==> config.mk <==
export PLATFORM = sky130hd
export DESIGN_NAME = sensor_normalize_smooth_change
export DESIGN_NICKNAME = d
export VERILOG_FILES = /design/src/hdl/snsc_pkg.sv /design/src/hdl/snsc_div.sv /design/src/hdl/snsc_mac.sv /design/src/hdl/sensor_normalize_smooth_change.sv
export VERILOG_INCLUDE_DIRS = /design/src /design/src/hdl
export SDC_FILE = /design/constraint.sdc
export NUM_CORES = 1
export LEC_CHECK = 0
export ABC_AREA = 0
export ABC_CLOCK_PERIOD_IN_PS = 15600
export BUFFER_PORTS_ARGS = -buffer_cell sky130_fd_sc_hd__buf_4
export CAP_MARGIN = 20
export CORE_MARGIN = 1
export CORE_UTILIZATION = 55
export CTS_BUF_LIST = sky130_fd_sc_hd__clkbuf_4
export DETAILED_ROUTE_END_ITERATION = 8
export PLACE_DENSITY = 0.72
export SLEW_MARGIN = 20
export SYNTH_ARGS = -nofsm -noshare
export SYNTH_HDL_FRONTEND = slang
export SYNTH_SLANG_ARGS = --single-unit
==> constraint.sdc <==
create_clock -name clk -period 15.6 [get_ports clk]
set_input_delay 3.12 -clock clk [delete_from_list [all_inputs] [get_ports clk]]
set_output_delay 3.12 -clock clk [all_outputs]
set_load 0.02 [all_outputs]
==> src/hdl/sensor_normalize_smooth_change_macros.svh <==
// ----------------------------------------------------------------------------
// sensor_normalize_smooth_change_macros
// assertion macros shared by the sensor normalize and smooth block
// ----------------------------------------------------------------------------
`ifndef SENSOR_NORMALIZE_SMOOTH_CHANGE_MACROS_SVH
`define SENSOR_NORMALIZE_SMOOTH_CHANGE_MACROS_SVH

// same-cycle implication, off while in reset
`define SNSC_ASSERT_SAME(lbl, clk, rst_n, ante, cons) \
  lbl: assert property (@(posedge clk) disable iff (!rst_n) (ante) |-> (cons)) \
    else $error("snsc same-cycle check failed");

// next-cycle implication, off while in reset
`define SNSC_ASSERT_NEXT(lbl, clk, rst_n, ante, cons) \
  lbl: assert property (@(posedge clk) disable iff (!rst_n) (ante) |=> (cons)) \
    else $error("snsc next-cycle check failed");

`endif

==> src/hdl/snsc_pkg.sv <==
// ----------------------------------------------------------------------------
// snsc_pkg
// constants, register indexes and control types of the sensor smoothing block
// ----------------------------------------------------------------------------
package snsc_pkg;

  localparam int SAMPLE_BITS_DEF = 12;
  localparam int VALUE_W         = 16;
  localparam int WEIGHT_W        = 16;
  localparam int LAST_W          = 17;
  localparam int ACC_W           = 31;
  localparam int QBITS           = 16;
  localparam int CNT_W           = 4;
  localparam int CFG_IDX_W       = 2;
  localparam int CFG_DATA_W      = 16;

  localparam int ONE_Q15         = 32768;
  localparam int RANGE_MAX_RST   = 4095;
  localparam int WEIGHT_RST      = 3277;
  localparam int THRESH_RST      = 328;
  localparam int LAST_RST        = -32768;

  localparam logic [CFG_IDX_W-1:0] REG_RANGE_MIN = 2'd0;
  localparam logic [CFG_IDX_W-1:0] REG_RANGE_MAX = 2'd1;
  localparam logic [CFG_IDX_W-1:0] REG_WEIGHT    = 2'd2;
  localparam logic [CFG_IDX_W-1:0] REG_THRESH    = 2'd3;

  typedef struct packed {
    logic start;
    logic step;
  } snsc_ctl_t;

endpackage

==> src/hdl/snsc_div.sv <==
// ----------------------------------------------------------------------------
// snsc_div
// restoring divider, one quotient bit per cycle, msb first
// ----------------------------------------------------------------------------
module snsc_div #(
  parameter int SAMPLE_BITS = snsc_pkg::SAMPLE_BITS_DEF
) (
  input  logic                    clk,
  input  logic                    rst_n,
  input  snsc_pkg::snsc_ctl_t     ctl,
  input  logic [SAMPLE_BITS-1:0]  num,
  input  logic [SAMPLE_BITS-1:0]  den,
  input  logic                    err,
  output logic                    q_bit
);

  logic [SAMPLE_BITS-1:0] rem_r;
  logic [SAMPLE_BITS-1:0] den_r;
  logic                   first_r;
  logic                   err_r;
  logic [SAMPLE_BITS:0]   cand;
  logic                   ge;

  // first step compares the numerator itself, later steps the doubled remainder
  assign cand  = first_r ? {1'b0, rem_r} : {rem_r, 1'b0};
  assign ge    = cand >= {1'b0, den_r};
  assign q_bit = ge & ~err_r;

  always_ff @(posedge clk) begin
    if (!rst_n) begin
      first_r <= 1'b0;
      err_r   <= 1'b0;
    end else if (ctl.start) begin
      first_r <= 1'b1;
      err_r   <= err;
    end else if (ctl.step) begin
      first_r <= 1'b0;
    end
  end

  always_ff @(posedge clk) begin
    if (ctl.start) begin
      rem_r <= num;
      den_r <= den;
    end else if (ctl.step) begin
      if (ge) begin
        rem_r <= SAMPLE_BITS'(cand - {1'b0, den_r});
      end else begin
        rem_r <= cand[SAMPLE_BITS-1:0];
      end
    end
  end

endmodule

==> src/hdl/snsc_mac.sv <==
// ----------------------------------------------------------------------------
// snsc_mac
// bit-serial weighted sum of new and old value, one bit of each per cycle
// ----------------------------------------------------------------------------
module snsc_mac (
  input  logic                              clk,
  input  logic                              rst_n,
  input  snsc_pkg::snsc_ctl_t               ctl,
  input  logic [snsc_pkg::WEIGHT_W-1:0]     weight,
  input  logic [snsc_pkg::VALUE_W-1:0]      filt,
  input  logic                              q_bit,
  output logic [snsc_pkg::VALUE_W-1:0]      value
);

  localparam int AW = snsc_pkg::ACC_W;
  localparam int VW = snsc_pkg::VALUE_W;
  localparam int WW = snsc_pkg::WEIGHT_W;
  localparam logic [WW-1:0] ONE = WW'(snsc_pkg::ONE_Q15);

  logic [AW-1:0] acc_r;
  logic [AW-1:0] acc_nxt;
  logic [VW-1:0] fsh_r;
  logic [WW-1:0] w_r;
  logic [WW-1:0] wc_r;
  logic [WW-1:0] w_sat;
  logic          busy_r;

  // weight above one saturates
  assign w_sat = (weight > ONE) ? ONE : weight;

  assign acc_nxt = {acc_r[AW-2:0], 1'b0}
                 + AW'(q_bit ? w_r : '0)
                 + AW'(fsh_r[VW-1] ? wc_r : '0);

  assign value = acc_r[AW-1 -: VW];

  always_ff @(posedge clk) begin
    if (!rst_n) begin
      busy_r <= 1'b0;
    end else if (ctl.start) begin
      busy_r <= 1'b1;
    end
  end

  always_ff @(posedge clk) begin
    if (ctl.start) begin
      acc_r <= '0;
      fsh_r <= filt;
      w_r   <= w_sat;
      wc_r  <= ONE - w_sat;
    end else if (ctl.step && busy_r) begin
      acc_r <= acc_nxt;
      fsh_r <= {fsh_r[VW-2:0], 1'b0};
    end
  end

endmodule

==> src/hdl/sensor_normalize_smooth_change.sv <==
// ----------------------------------------------------------------------------
// sensor_normalize_smooth_change
// clamps and normalizes a converter sample to Q1.15, smooths it with an
// exponential filter and flags moves beyond a threshold
// ----------------------------------------------------------------------------
//  channel  direction  signals
//  in       input      in_valid, in_ready, in_sample
//  out      output     out_valid, out_ready, out_smoothed_value, out_changed,
//                      out_range_error
//  cfg      input      cfg_we, cfg_index, cfg_wdata
//
// a request passes through accept, a run state where the divider hands one
// quotient bit per cycle straight into the bit-serial multiply-add, and a
// finish state for the change test and output load
// reset is synchronous, active low; no memory, so no clearing pass
// a stalled output holds the last cycle until out_ready; the next request is
// accepted while a finished result still waits
// ----------------------------------------------------------------------------
`include "sensor_normalize_smooth_change_macros.svh"

module sensor_normalize_smooth_change #(
  parameter int SAMPLE_BITS = snsc_pkg::SAMPLE_BITS_DEF
) (
  input  logic                                clk,
  input  logic                                rst_n,
  input  logic                                in_valid,
  output logic                                in_ready,
  input  logic [SAMPLE_BITS-1:0]              in_sample,
  output logic                                out_valid,
  input  logic                                out_ready,
  output logic [snsc_pkg::VALUE_W-1:0]        out_smoothed_value,
  output logic                                out_changed,
  output logic                                out_range_error,
  input  logic                                cfg_we,
  input  logic [snsc_pkg::CFG_IDX_W-1:0]      cfg_index,
  input  logic [snsc_pkg::CFG_DATA_W-1:0]     cfg_wdata
);

  localparam int VW = snsc_pkg::VALUE_W;
  localparam int WW = snsc_pkg::WEIGHT_W;
  localparam int LW = snsc_pkg::LAST_W;
  localparam int CW = snsc_pkg::CNT_W;
  localparam logic [SAMPLE_BITS-1:0] RMAX_RST = SAMPLE_BITS'(snsc_pkg::RANGE_MAX_RST);
  localparam logic [CW-1:0]          CNT_LAST = CW'(snsc_pkg::QBITS - 1);
  localparam logic [VW-1:0]          ONE      = VW'(snsc_pkg::ONE_Q15);

  localparam logic [1:0] ST_IDLE = 2'd0;
  localparam logic [1:0] ST_RUN  = 2'd1;
  localparam logic [1:0] ST_FIN  = 2'd2;

  logic [SAMPLE_BITS-1:0] range_min_r;
  logic [SAMPLE_BITS-1:0] range_max_r;
  logic [WW-1:0]          weight_r;
  logic [WW-1:0]          thresh_r;

  logic [1:0]             state_r;
  logic [1:0]             state_nxt;
  logic [CW-1:0]          cnt_r;
  logic [CW-1:0]          cnt_nxt;

  logic [VW-1:0]          filtered_r;
  logic [LW-1:0]          last_r;
  logic                   err_r;

  logic                   out_valid_r;
  logic [VW-1:0]          out_value_r;
  logic                   out_changed_r;
  logic                   out_err_r;

  snsc_pkg::snsc_ctl_t    ctl;
  logic                   in_acc;
  logic                   fin_go;
  logic                   err_in;
  logic [SAMPLE_BITS-1:0] s_clamp;
  logic [SAMPLE_BITS-1:0] num;
  logic [SAMPLE_BITS-1:0] den;
  logic                   q_bit;
  logic [VW-1:0]          filt_new;
  logic [LW:0]            diff;
  logic [LW-1:0]          diff_abs;
  logic                   change;

  assign in_ready = (state_r == ST_IDLE);
  assign in_acc   = in_valid & in_ready;
  assign fin_go   = (state_r == ST_FIN) & (~out_valid_r | out_ready);

  // clamp and offset at accept
  assign err_in  = (range_max_r <= range_min_r);
  assign s_clamp = (in_sample < range_min_r) ? range_min_r :
                   (in_sample > range_max_r) ? range_max_r : in_sample;
  assign num     = s_clamp - range_min_r;
  assign den     = range_max_r - range_min_r;

  assign ctl.start = in_acc;
  assign ctl.step  = (state_r == ST_RUN);

  snsc_div #(
    .SAMPLE_BITS (SAMPLE_BITS)
  ) u_div (
    .clk   (clk),
    .rst_n (rst_n),
    .ctl   (ctl),
    .num   (num),
    .den   (den),
    .err   (err_in),
    .q_bit (q_bit)
  );

  snsc_mac u_mac (
    .clk    (clk),
    .rst_n  (rst_n),
    .ctl    (ctl),
    .weight (weight_r),
    .filt   (filtered_r),
    .q_bit  (q_bit),
    .value  (filt_new)
  );

  // distance from the last reported value
  assign diff     = {2'b00, filt_new} - {last_r[LW-1], last_r};
  assign diff_abs = diff[LW] ? LW'(-diff) : diff[LW-1:0];
  assign change   = diff_abs > {1'b0, thresh_r};

  always_comb begin
    state_nxt = state_r;
    cnt_nxt   = cnt_r;
    case (state_r)
      ST_IDLE: begin
        if (in_acc) begin
          state_nxt = ST_RUN;
          cnt_nxt   = '0;
        end
      end
      ST_RUN: begin
        cnt_nxt = cnt_r + 1'b1;
        if (cnt_r == CNT_LAST) begin
          state_nxt = ST_FIN;
        end
      end
      ST_FIN: begin
        if (fin_go) begin
          state_nxt = ST_IDLE;
        end
      end
      default: begin
        state_nxt = ST_IDLE;
      end
    endcase
  end

  always_ff @(posedge clk) begin
    if (!rst_n) begin
      state_r <= ST_IDLE;
      cnt_r   <= '0;
    end else begin
      state_r <= state_nxt;
      cnt_r   <= cnt_nxt;
    end
  end

  // configuration registers
  always_ff @(posedge clk) begin
    if (!rst_n) begin
      range_min_r <= '0;
      range_max_r <= RMAX_RST;
      weight_r    <= WW'(snsc_pkg::WEIGHT_RST);
      thresh_r    <= WW'(snsc_pkg::THRESH_RST);
    end else if (cfg_we) begin
      case (cfg_index)
        snsc_pkg::REG_RANGE_MIN: range_min_r <= cfg_wdata[SAMPLE_BITS-1:0];
        snsc_pkg::REG_RANGE_MAX: range_max_r <= cfg_wdata[SAMPLE_BITS-1:0];
        snsc_pkg::REG_WEIGHT:    weight_r    <= cfg_wdata[WW-1:0];
        snsc_pkg::REG_THRESH:    thresh_r    <= cfg_wdata[WW-1:0];
        default: begin
        end
      endcase
    end
  end

  // filter state
  always_ff @(posedge clk) begin
    if (!rst_n) begin
      filtered_r <= '0;
      last_r     <= LW'(snsc_pkg::LAST_RST);
      err_r      <= 1'b0;
    end else begin
      if (in_acc) begin
        err_r <= err_in;
      end
      if (fin_go) begin
        filtered_r <= filt_new;
        if (change) begin
          last_r <= {1'b0, filt_new};
        end
      end
    end
  end

  // output register
  always_ff @(posedge clk) begin
    if (!rst_n) begin
      out_valid_r <= 1'b0;
    end else if (fin_go) begin
      out_valid_r <= 1'b1;
    end else if (out_ready) begin
      out_valid_r <= 1'b0;
    end
  end

  always_ff @(posedge clk) begin
    if (fin_go) begin
      out_value_r   <= filt_new;
      out_changed_r <= change;
      out_err_r     <= err_r;
    end
  end

  assign out_valid          = out_valid_r;
  assign out_smoothed_value = out_value_r;
  assign out_changed        = out_changed_r;
  assign out_range_error    = out_err_r;

  `SNSC_ASSERT_NEXT(a_accept_runs, clk, rst_n, in_acc, state_r == ST_RUN)
  `SNSC_ASSERT_NEXT(a_run_ends, clk, rst_n, (state_r == ST_RUN) && (cnt_r == CNT_LAST), state_r == ST_FIN)
  `SNSC_ASSERT_SAME(a_out_from_fin, clk, rst_n, $rose(out_valid_r), $past(state_r) == ST_FIN)
  `SNSC_ASSERT_SAME(a_filter_range, clk, rst_n, 1'b1, filtered_r <= ONE)

endmodule
==> run_results.csv, run 1 <==
group,metric,value,unit
timing,grt_setup_unrepaired,"no",
timing,setup_viol,0,
grt,grt_pass1_vias,10460,
cts,cts_num_sinks,219,
logic_synthesis,ys_warn_count,0,
floorplanning,dieWidth,159.9,um
floorplanning,die-area,25570,sq um
power_and_ir_drop,powerDensity,123.0,nW/um^2
timing,clock_skew,0.04172,ns
logic_synthesis,syn-num-nets,1720,
logic_synthesis,syn_avg_cell_area,8.820,sq um
floorplanning,start_util,56.23,%
place,dp_cells,1880,
grt,use_met2,37.63,%
critical_path,critPathTopFamily,"compound AO/OA/AOI/OAI gates",
timing,period_share,47.74,%
timing,report.final.slew_viol_count,0,
grt,overflow,0,
critical_path,cpPeakStageDelay,0.81,ns
floorplanning,core,24390,sq um
cts,clk_pin_slew_worst_paths,0.07,ns
cts,insertion_delay,0.67,ns
drt,viasPerCell,5.626,
timing,hold_viol,0,
floorplanning,io_pins,55,
cts,htree_levels,2,
logic_synthesis,synth_seq_cells,219,
drt,routed_wl,31600,um
logic_synthesis,synthFlopType,"dfxtp_1",
critical_path,crit_top_cell,"o21ai_0",
run_status,outcome,"finished clean",
cells_and_area,n_fill_cell,2191,
cts,post_cts_buffers,0,
critical_path,arrival,7.95,ns
cts,postCtsHoldBufs,0,
drt,ant_nets,0,
place,routabilityCongestion,0.9116,
grt,grt_max_degree,89,
critical_path,path_class,"reg2reg",
grt,grt_pass1_wl,52130,um
critical_path,critical_path_buf_inv_count,2,
cts,cts_buffer_depth,3,
logic_synthesis,synthCells,1555,
timing,tns,0,ns
place,port_buffers,54,
cells_and_area,final_cell_mix,"nand2_1, dfxtp_1, inv_1",
power_and_ir_drop,p_leak,6.289,nW
timing,relSlewSlack,25.99,%
grt,grt_use_total,25.08,%
logic_synthesis,synth.distinct_cells,79,
power_and_ir_drop,vdd_drop_max,0.06361,mV
critical_path,critPathLaunchType,"register",
cts,cts_tree,"done",
timing,min_period,7.447,ns
floorplanning,num_rows,57,
cells_and_area,mostFrequentLayoutCell,"nand2_1",
timing,worstMarginPinSlew,1.109,ns
cts,cts_buffers,56,
drt,vias,11160,
grt,grt_use_met1,37.31,%
cells_and_area,fin_cells,1983,
cts,root_buffer,"clkbuf_4",
grt,grtUsageMet3,3.792,%
place,hpwl,23010,um
grt,antenna_found_initial,1,
logic_synthesis,async_reset_ff_share,0,%
cells_and_area,area_growth,9.944,%
cts,ctsResizeCount,0,
min_path,min_path_type,"reg2reg",
run,cap_viol_max_count,0,
logic_synthesis,syn_area,13710,sq um
critical_path,r2r_slack,8.15,ns
drt,wl_per_cell,15.94,um
cells_and_area,nets,1779,
cells_and_area,drive_gt1_share,11.47,%
drt,drcViolationCount,0,
critical_path,worst_setup_path_end_kind,"register",
logic_synthesis,ys_seq_area_share,38.46,%
grt,busiest_layer,"met2",
floorplanning,fp.dieH,159.9,um
drt,firstDrtPassIters,5,
logic_synthesis,synth_edf_count,89,
critical_path,cpMaxStageDelayCell,"nor2_1",
critical_path,worstPathRequired,16.11,ns
timing,fmax,134.3,MHz
critical_path,critPathMaxFanout,21,
drt,drt_iter0_drc,807,
[flip-flops by register name, indices dropped and copies added (netlist names), 2 cells and up]
| name | cells |
|---|---|
| weight_r | 16 |
| state_r | 2 |
| u_mac.wc_r | 16 |
| out_smoothed_value | 16 |
| cnt_r | 4 |
| thresh_r | 16 |
| filtered_r | 16 |
| last_r | 17 |
| u_div.den_r | 12 |
| range_max_r | 12 |
| u_mac.fsh_r | 16 |
| u_mac.w_r | 15 |
| u_div.rem_r | 12 |
| u_mac.acc_r | 31 |
| range_min_r | 12 |
[cell usage after synthesis, types with 12 or more instances]
library cell	count	area share [%]
a21o_1	29	1.6
edfxtp_1	89	19
inv_1	125	3.4
o21ai_0	64	2.3
nand2_1	265	7.3
nor2_1	89	2.4
a211oi_1	19	1.0
nand3_1	30	1.1
mux2i_1	23	1.7
nand4_1	21	0.96
xnor2_1	47	3.0
ha_1	110	10
fa_1	20	2.9
and2_1	24	1.1
mux2_2	12	0.99
nor2b_1	47	2.1
o211ai_1	23	1.3
nor3_1	22	0.80
a21boi_0	45	2.5
xor2_1	34	2.2
a21oi_1	96	3.5
clkbuf_1	51	1.4
dfxtp_1	130	19
[where the power goes]
group | total (W) | internal, W | switching [W]
Combinational | 0.000673 | 0.000286 | 0.000387
Clock | 0.000497 | 0.000264 | 0.000233
Sequential | 0.000685 | 0.000654 | 0.0000309
Total | 0.00185 | 0.00120 | 0.000651
[path summary, 6_finish.rpt]
| check | startpoint | end | cells past startpoint |
|---|---|---|---|
| max | u_div.first_r | u_mac.acc_r[18] | 25 |
| min | last_r[7] | last_r[7] | 2 |
| max reg2reg | u_div.first_r | u_mac.acc_r[18] | 25 |
| min reg2reg | last_r[7] | last_r[7] | 2 |
[cells by family after synthesis]
logic type | Yosys count | synth area share, %
adders and majority gates | 130 | 12.95
xor gates and xnor gates | 82 | 5.292
DFF | 219 | 38.46
muxes | 35 | 2.664
and+or+nand+nor | 551 | 18.57
buffers and inverters | 187 | 5.282
AOI/OAI and AO/OA | 351 | 16.78
[tightest hold or removal path: cells and delay by family, from the launching register on]
family           cells  cell delay, ns
AND/OR/NAND/NOR      1            0.05
flip-flops           1            0.31
multiplexers         1            0.05
[metrics by stage]
stage	hold slack (ns)	power (W)	setup slack, ns	util [%]	cell area [sq um]
detailed placement	0.4505	0.001358	7.898	58.80	14340
finish	0.4606	0.001855	8.153	61.82	15080
global placement	0.4403	0.001338	7.991	58.80	14340
CTS	0.4628	0.001862	8.141	61.78	15070
floorplan	0.4256	0.001215	8.178	-	13710
global route	0.4777	0.001995	7.370	61.82	15080
[final cells by class]
class | count | area (sq um) | share of cell area [%]
clock buffers | 85 | 638.1 | 4.232
multi-input cells | 1149 | 7731 | 51.27
repair buffers | 61 | 457.9 | 3.037
inverters | 127 | 476.7 | 3.162
clock inverters | 16 | 88.84 | 0.5892
flip-flops and latches | 219 | 5275 | 34.98
diodes | 2 | 5.005 | 0.03319
well taps | 324 | 405.4 | 2.689
[routing by layer]
metal | vias up | routed length (um)
li1 | 5545 | -
met1 | 5276 | 15660
met2 | 285 | 13490
met3 | 51 | 1867
met4 | 0 | 585
met5 | - | 0
(Power assumes the default switching activity.)
==> run 2: changes to the inputs <==
--- a/config.mk
+++ b/config.mk
@@ -7,7 +7,7 @@
 export NUM_CORES = 1
 export LEC_CHECK = 0
 export ABC_AREA = 0
-export ABC_CLOCK_PERIOD_IN_PS = 15600
+export ABC_CLOCK_PERIOD_IN_PS = 7500
 export BUFFER_PORTS_ARGS = -buffer_cell sky130_fd_sc_hd__buf_4
 export CAP_MARGIN = 20
 export CORE_MARGIN = 1
==> constraint.sdc (replaced) <==
create_clock -name clk -period 7.5 [get_ports clk]
set_input_delay 1.5 -clock clk [delete_from_list [all_inputs] [get_ports clk]]
set_output_delay 1.5 -clock clk [all_outputs]
set_load 0.02 [all_outputs]
==> run_results.csv, run 2 (same netlist as run 1, synthesis figures left out) <==
group,metric,value,unit
place,dp_cells,1882,
grt,grt_max_degree,115,
cts,cts_buffers,58,
timing,relSlewSlack,31.56,%
place,port_buffers,54,
critical_path,critPathLaunchType,"register",
timing,grt_setup_unrepaired,"no",
critical_path,worst_setup_path_end_kind,"register",
grt,overflow,0,
cells_and_area,drive_gt1_share,11.93,%
power_and_ir_drop,vdd_drop_max,0.1699,mV
timing,clock_skew,0.05079,ns
cts,cts_buffer_depth,3,
timing,tns,0,ns
timing,min_period,6.789,ns
cts,htree_levels,2,
critical_path,cpMaxStageDelayCell,"dfxtp_1",
cells_and_area,top_regs,"u_mac.acc_r: 31 flops, last_r: 17 flops",
cts,cts_tree,"done",
floorplanning,io_pins,55,
min_path,min_path_type,"reg2reg",
timing,fmax,147.3,MHz
grt,grt_pass1_vias,10400,
timing,report.final.slew_viol_count,0,
cells_and_area,finalCoreUtilization,62.16,%
drt,ant_nets,0,
place,hpwl,22770,um
critical_path,cpPeakStageDelay,0.74,ns
place,pre_cts_ws,0.5698,ns
floorplanning,num_rows,57,
timing,setup_viol,0,
drt,drt_iter0_drc,653,
run_status,outcome,"finished clean",
power_and_ir_drop,p_sw,0.001381,W
power_and_ir_drop,combPwrFrac,36.0,%
critical_path,worstPathRequired,8.03,ns
cts,insertion_delay,0.70,ns
cells_and_area,fin_cells,1993,
power_and_ir_drop,p_leak,6.330,nW
drt,firstDrtPassIters,5,
grt,grt_pass1_wl,50890,um
power_and_ir_drop,clkPwrFrac,27.5,%
drt,vias,11020,
cts,cts_num_sinks,219,
critical_path,arrival,7.32,ns
cts,post_cts_buffers,0,
cells_and_area,mostFrequentLayoutCell,"nand2_1",
power_and_ir_drop,seqPwrFrac,36.5,%
floorplanning,core,24390,sq um
floorplanning,start_util,56.23,%
cts,root_buffer,"clkbuf_4",
power_and_ir_drop,internal_power,0.002518,W
cells_and_area,largest_reg_flops,31,
place,routabilityCongestion,0.9204,
timing,period_share,90.52,%
critical_path,path_class,"reg2reg",
grt,antenna_found_initial,1,
cells_and_area,nets,1784,
grt,grt_use_total,24.35,%
floorplanning,dieWidth,159.9,um
cells_and_area,top_register,"u_mac.acc_r",
power_and_ir_drop,swShare,35.41,%
cts,clk_pin_slew_worst_paths,0.07,ns
floorplanning,fp.dieH,159.9,um
timing,setup_ws,0.7108,ns
cells_and_area,final_cell_mix,"nand2_1, dfxtp_1, inv_1",
critical_path,critPathMaxFanout,16,
drt,viasPerCell,5.530,
floorplanning,die-area,25570,sq um
drt,drcViolationCount,0,
run,cap_viol_max_count,0,
power_and_ir_drop,powerDensity,257.2,nW/um^2
drt,wl_per_cell,15.61,um
cells_and_area,area_growth,10.55,%
drt,routed_wl,31110,um
power_and_ir_drop,design_power_total,0.003899,W
timing,hold_viol,0,
timing,worstMarginPinSlew,1.026,ns
## run 2: cell types whose count changed in the layout (fill, tap and decap cells not counted)
cell	before	now
buf_16	0	1
buf_4	61	63
clkinv_1	13	16
clkinv_2	2	7
clkinvlp_4	0	1
diode_2	2	1
inv_2	2	1
nor2_1	89	88
nor2_2	1	2
## run 2: path summary, 6_finish.rpt
kind / from / endpoint / depth (start not counted) / slack [ns]
max: u_div.first_r / u_mac.acc_r[30] / 25 / 0.71
min: last_r[14] / last_r[14] / 2 / 0.46
max reg2reg: u_div.first_r / u_mac.acc_r[30] / 25 / 0.71
min reg2reg: last_r[14] / last_r[14] / 2 / 0.46
## run 2: timing repair
action	in CTS	in global routing
resized for setup	0	1
setup endpoints to repair	0	7
hold buffers	0	0
## run 2: through the flow
stage	cell area (sq um)	hold WS [ns]
2_1_floorplan	13710	0.4256
3_3_place_gp	14360	0.4390
3_5_place_dp	14360	0.4540
4_1_cts	15120	0.4636
5_1_grt	15160	0.4752
6_report	15160	0.4644
## run 2: area by class of cell
| class | instances | area, sq um |
|---|---|---|
| Fill cell | 2139 | 9230 |
| Multi-Input combinational cell | 1149 | 7734 |
| Sequential cell | 219 | 5275 |
| Tap cell | 324 | 405.4 |
| Timing Repair Buffer | 64 | 500.5 |
| Inverter | 127 | 476.7 |
| Antenna cell | 1 | 2.502 |
| Clock inverter | 24 | 128.9 |
| Clock buffer | 85 | 638.1 |
## run 2: worst max-delay path, delay by kind of cell (launching register included)
family | cells | cell delay (ns)
AO/OA/AOI/OAI | 12 | 3.05
XOR/XNOR | 1 | 0.14
AND/OR/NAND/NOR | 6 | 1.03
flip-flops | 1 | 0.74
buffers and inverters | 2 | 0.15
adder cells (fa/ha/maj) | 3 | 1.10
multiplexers | 1 | 0.42
## run 2: routing by layer
| metal | routed length [um] | vias up | global-route usage, % |
|---|---|---|---|
| met4 | 691 | 0 | 7.316 |
| met3 | 1893 | 56 | 3.922 |
| met1 | 15430 | 5091 | 36.33 |
| li1 | - | 5556 | - |
| met2 | 13100 | 319 | 36.11 |
| met5 | 0 | - | 0 |
## run 2: power by group through the flow
stage / clock network (W) / registers, W / logic (W)
4_1_cts: 0.00110 / 0.00142 / 0.00139
3_5_place_dp: 0 / 0.00145 / 0.00138
5_1_grt: 0.00116 / 0.00144 / 0.00158
6_report: 0.00107 / 0.00142 / 0.00140
3_3_place_gp: 0 / 0.00145 / 0.00135
2_1_floorplan: 0 / 0.00142 / 0.00111
==> run 3: changes to the inputs <==
--- a/config.mk
+++ b/config.mk
@@ -14,6 +14,7 @@
 export CORE_UTILIZATION = 55
 export CTS_BUF_LIST = sky130_fd_sc_hd__clkbuf_4
 export DETAILED_ROUTE_END_ITERATION = 8
+export GPL_TIMING_DRIVEN = 0
 export PLACE_DENSITY = 0.72
 export SLEW_MARGIN = 20
 export SYNTH_ARGS = -nofsm -noshare
==> constraint.sdc (replaced) <==
create_clock -name clk -period 7.5 [get_ports clk]
set_input_delay 0.75 -clock clk [delete_from_list [all_inputs] [get_ports clk]]
set_output_delay 0.75 -clock clk [all_outputs]
set_load 0.02 [all_outputs]
==> run_results.csv, run 3 (same netlist as run 1, synthesis figures left out) <==
group,metric,value,unit
run_status,outcome,"finished clean",
drt,wl_per_cell,16.38,um
place,routabilityCongestion,0.8979,
grt,grt_pass1_wl,54430,um
floorplanning,start_util,56.23,%
power_and_ir_drop,vdd_drop_max,0.1378,mV
grt,busiest_layer,"met2",
timing,min_period,6.887,ns
grt,grt_use_total,26.54,%
drt,vias,11410,
critical_path,path_class,"reg2reg",
run,cap_viol_max_count,0,
cells_and_area,largest_reg_flops,31,
timing,period_share,91.83,%
cells_and_area,final_cell_mix,"nand2_1, dfxtp_1, inv_1",
timing,tns,0,ns
critical_path,worst_setup_path_end_kind,"register",
critical_path,arrival,7.45,ns
timing,report.final.slew_viol_count,0,
critical_path,critPathLaunchType,"register",
cells_and_area,area_growth,12.05,%
grt,use_met2,41.03,%
timing,hold_viol,0,
cts,cts_tree,"done",
place,hpwl,25540,um
timing,fmax,145.2,MHz
cts,htree_levels,2,
cells_and_area,drive_gt1_share,11.69,%
power_and_ir_drop,p_leak,6.412,nW
floorplanning,die-area,25570,sq um
place,port_buffers,53,
cts,cts_buffers,59,
drt,firstDrtPassIters,5,
drt,routed_wl,33500,um
drt,drt_iter0_drc,750,
grt,grtUsageMet3,4.831,%
critical_path,critPathMaxFanout,10,
cells_and_area,top_regs,"u_mac.acc_r: 31 flops, last_r: 17 flops",
floorplanning,num_rows,57,
timing,clock_skew,0.06595,ns
floorplanning,dieWidth,159.9,um
critical_path,critPathTopFamily,"compound AO/OA/AOI/OAI gates",
cts,cts_buffer_depth,3,
drt,viasPerCell,5.579,
grt,antenna_found_initial,2,
critical_path,cpMaxStageDelayCell,"fa_1",
cells_and_area,mostFrequentLayoutCell,"nand2_1",
timing,grt_setup_unrepaired,"no",
cts,insertion_delay,0.75,ns
drt,drcViolationCount,0,
grt,overflow,0,
cts,cts_num_sinks,219,
timing,setup_viol,0,
cells_and_area,n_fill_cell,2151,
drt,ant_nets,0,
power_and_ir_drop,powerDensity,259.6,nW/um^2
timing,relSlewSlack,32.69,%
floorplanning,core,24390,sq um
timing,worstMarginPinSlew,1.006,ns
grt,grt_max_degree,29,
critical_path,worstPathRequired,8.06,ns
grt,grt_use_met1,37.40,%
floorplanning,io_pins,55,
floorplanning,fp.dieH,159.9,um
cts,clk_pin_slew_worst_paths,0.06,ns
cells_and_area,top_register,"u_mac.acc_r",
critical_path,crit_top_cell,"o21ai_0",
critical_path,critical_path_buf_inv_count,3,
min_path,min_path_type,"in2reg",
grt,grt_pass1_vias,10960,
power_and_ir_drop,design_power_total,0.003989,W
cells_and_area,nets,1835,
critical_path,cpPeakStageDelay,0.42,ns
cts,root_buffer,"clkbuf_4",
## run 3: cell type report
cell class	count	area, sq um	area share, %
inverters	127	476.7	3.102
multi-input cells	1149	7721	50.24
clock buffers	96	720.7	4.690
repair buffers	54	417.9	2.719
diodes	1	2.502	0.01628
flip-flops and latches	219	5275	34.33
clock inverters	15	93.84	0.6107
plain buffers	60	254.0	1.653
well taps	324	405.4	2.638
## run 3: layer usage
metal  wire (um)  vias to the layer above
met2       14680                      310
met5           0                        -
li1            -                     5663
met4         722                        0
met1       15880                     5374
met3        2216                       63
## run 3: through the flow
stage / util [%] / hold WS, ns / cell area, sq um / cells / setup WS, ns
after detailed placement: 59.62 / 0.4499 / 14540 / 1933 / 0.1224
after global placement: 59.52 / 0.4398 / 14520 / 1932 / 0.1111
final: 63.00 / 0.2807 / 15370 / 2045 / 0.6130
after global routing: 63.00 / 0.2699 / 15370 / 2045 / 0.2028
after floorplan: - / 0.4256 / 13710 / 1555 / 1.585
after CTS: 62.96 / 0.2307 / 15360 / 2044 / 0.1042
## run 3: final timing paths
| kind | from | to | slack (ns) | cells after the start |
|---|---|---|---|---|
| worst max-delay path | u_div.first_r | u_mac.acc_r[25] | 0.61 | 26 |
| worst min-delay path | cfg_wdata[0] | weight_r[0] | 0.28 | 3 |
| worst max register to register | u_div.first_r | u_mac.acc_r[25] | 0.61 | 26 |
| worst min register to register | last_r[2] | last_r[2] | 0.46 | 2 |
## run 3: what timing repair did
item / in CTS / in global routing
buffers inserted: 0 / 0
hold buffers: 0 / 0
gates resized for setup: 0 / 6
setup endpoints to repair: 0 / 17
## run 3: report_power, final
group / total [W] / internal [W] / switching [W]
logic: 0.00144 / 0.000604 / 0.000836
clock network: 0.00113 / 0.000613 / 0.000517
registers: 0.00142 / 0.00136 / 0.0000605
total: 0.00399 / 0.00258 / 0.00141
## run 3: worst reg2reg max path: cells and delay by family (launching register included)
kind	cells	cell delay (ns)
AND/OR/NAND/NOR	5	1.06
flip-flops	1	0.30
XOR/XNOR	1	0.16
adder cells (fa/ha/maj)	4	1.43
buffers and inverters	3	0.97
AO/OA/AOI/OAI	12	2.46
multiplexers	1	0.39
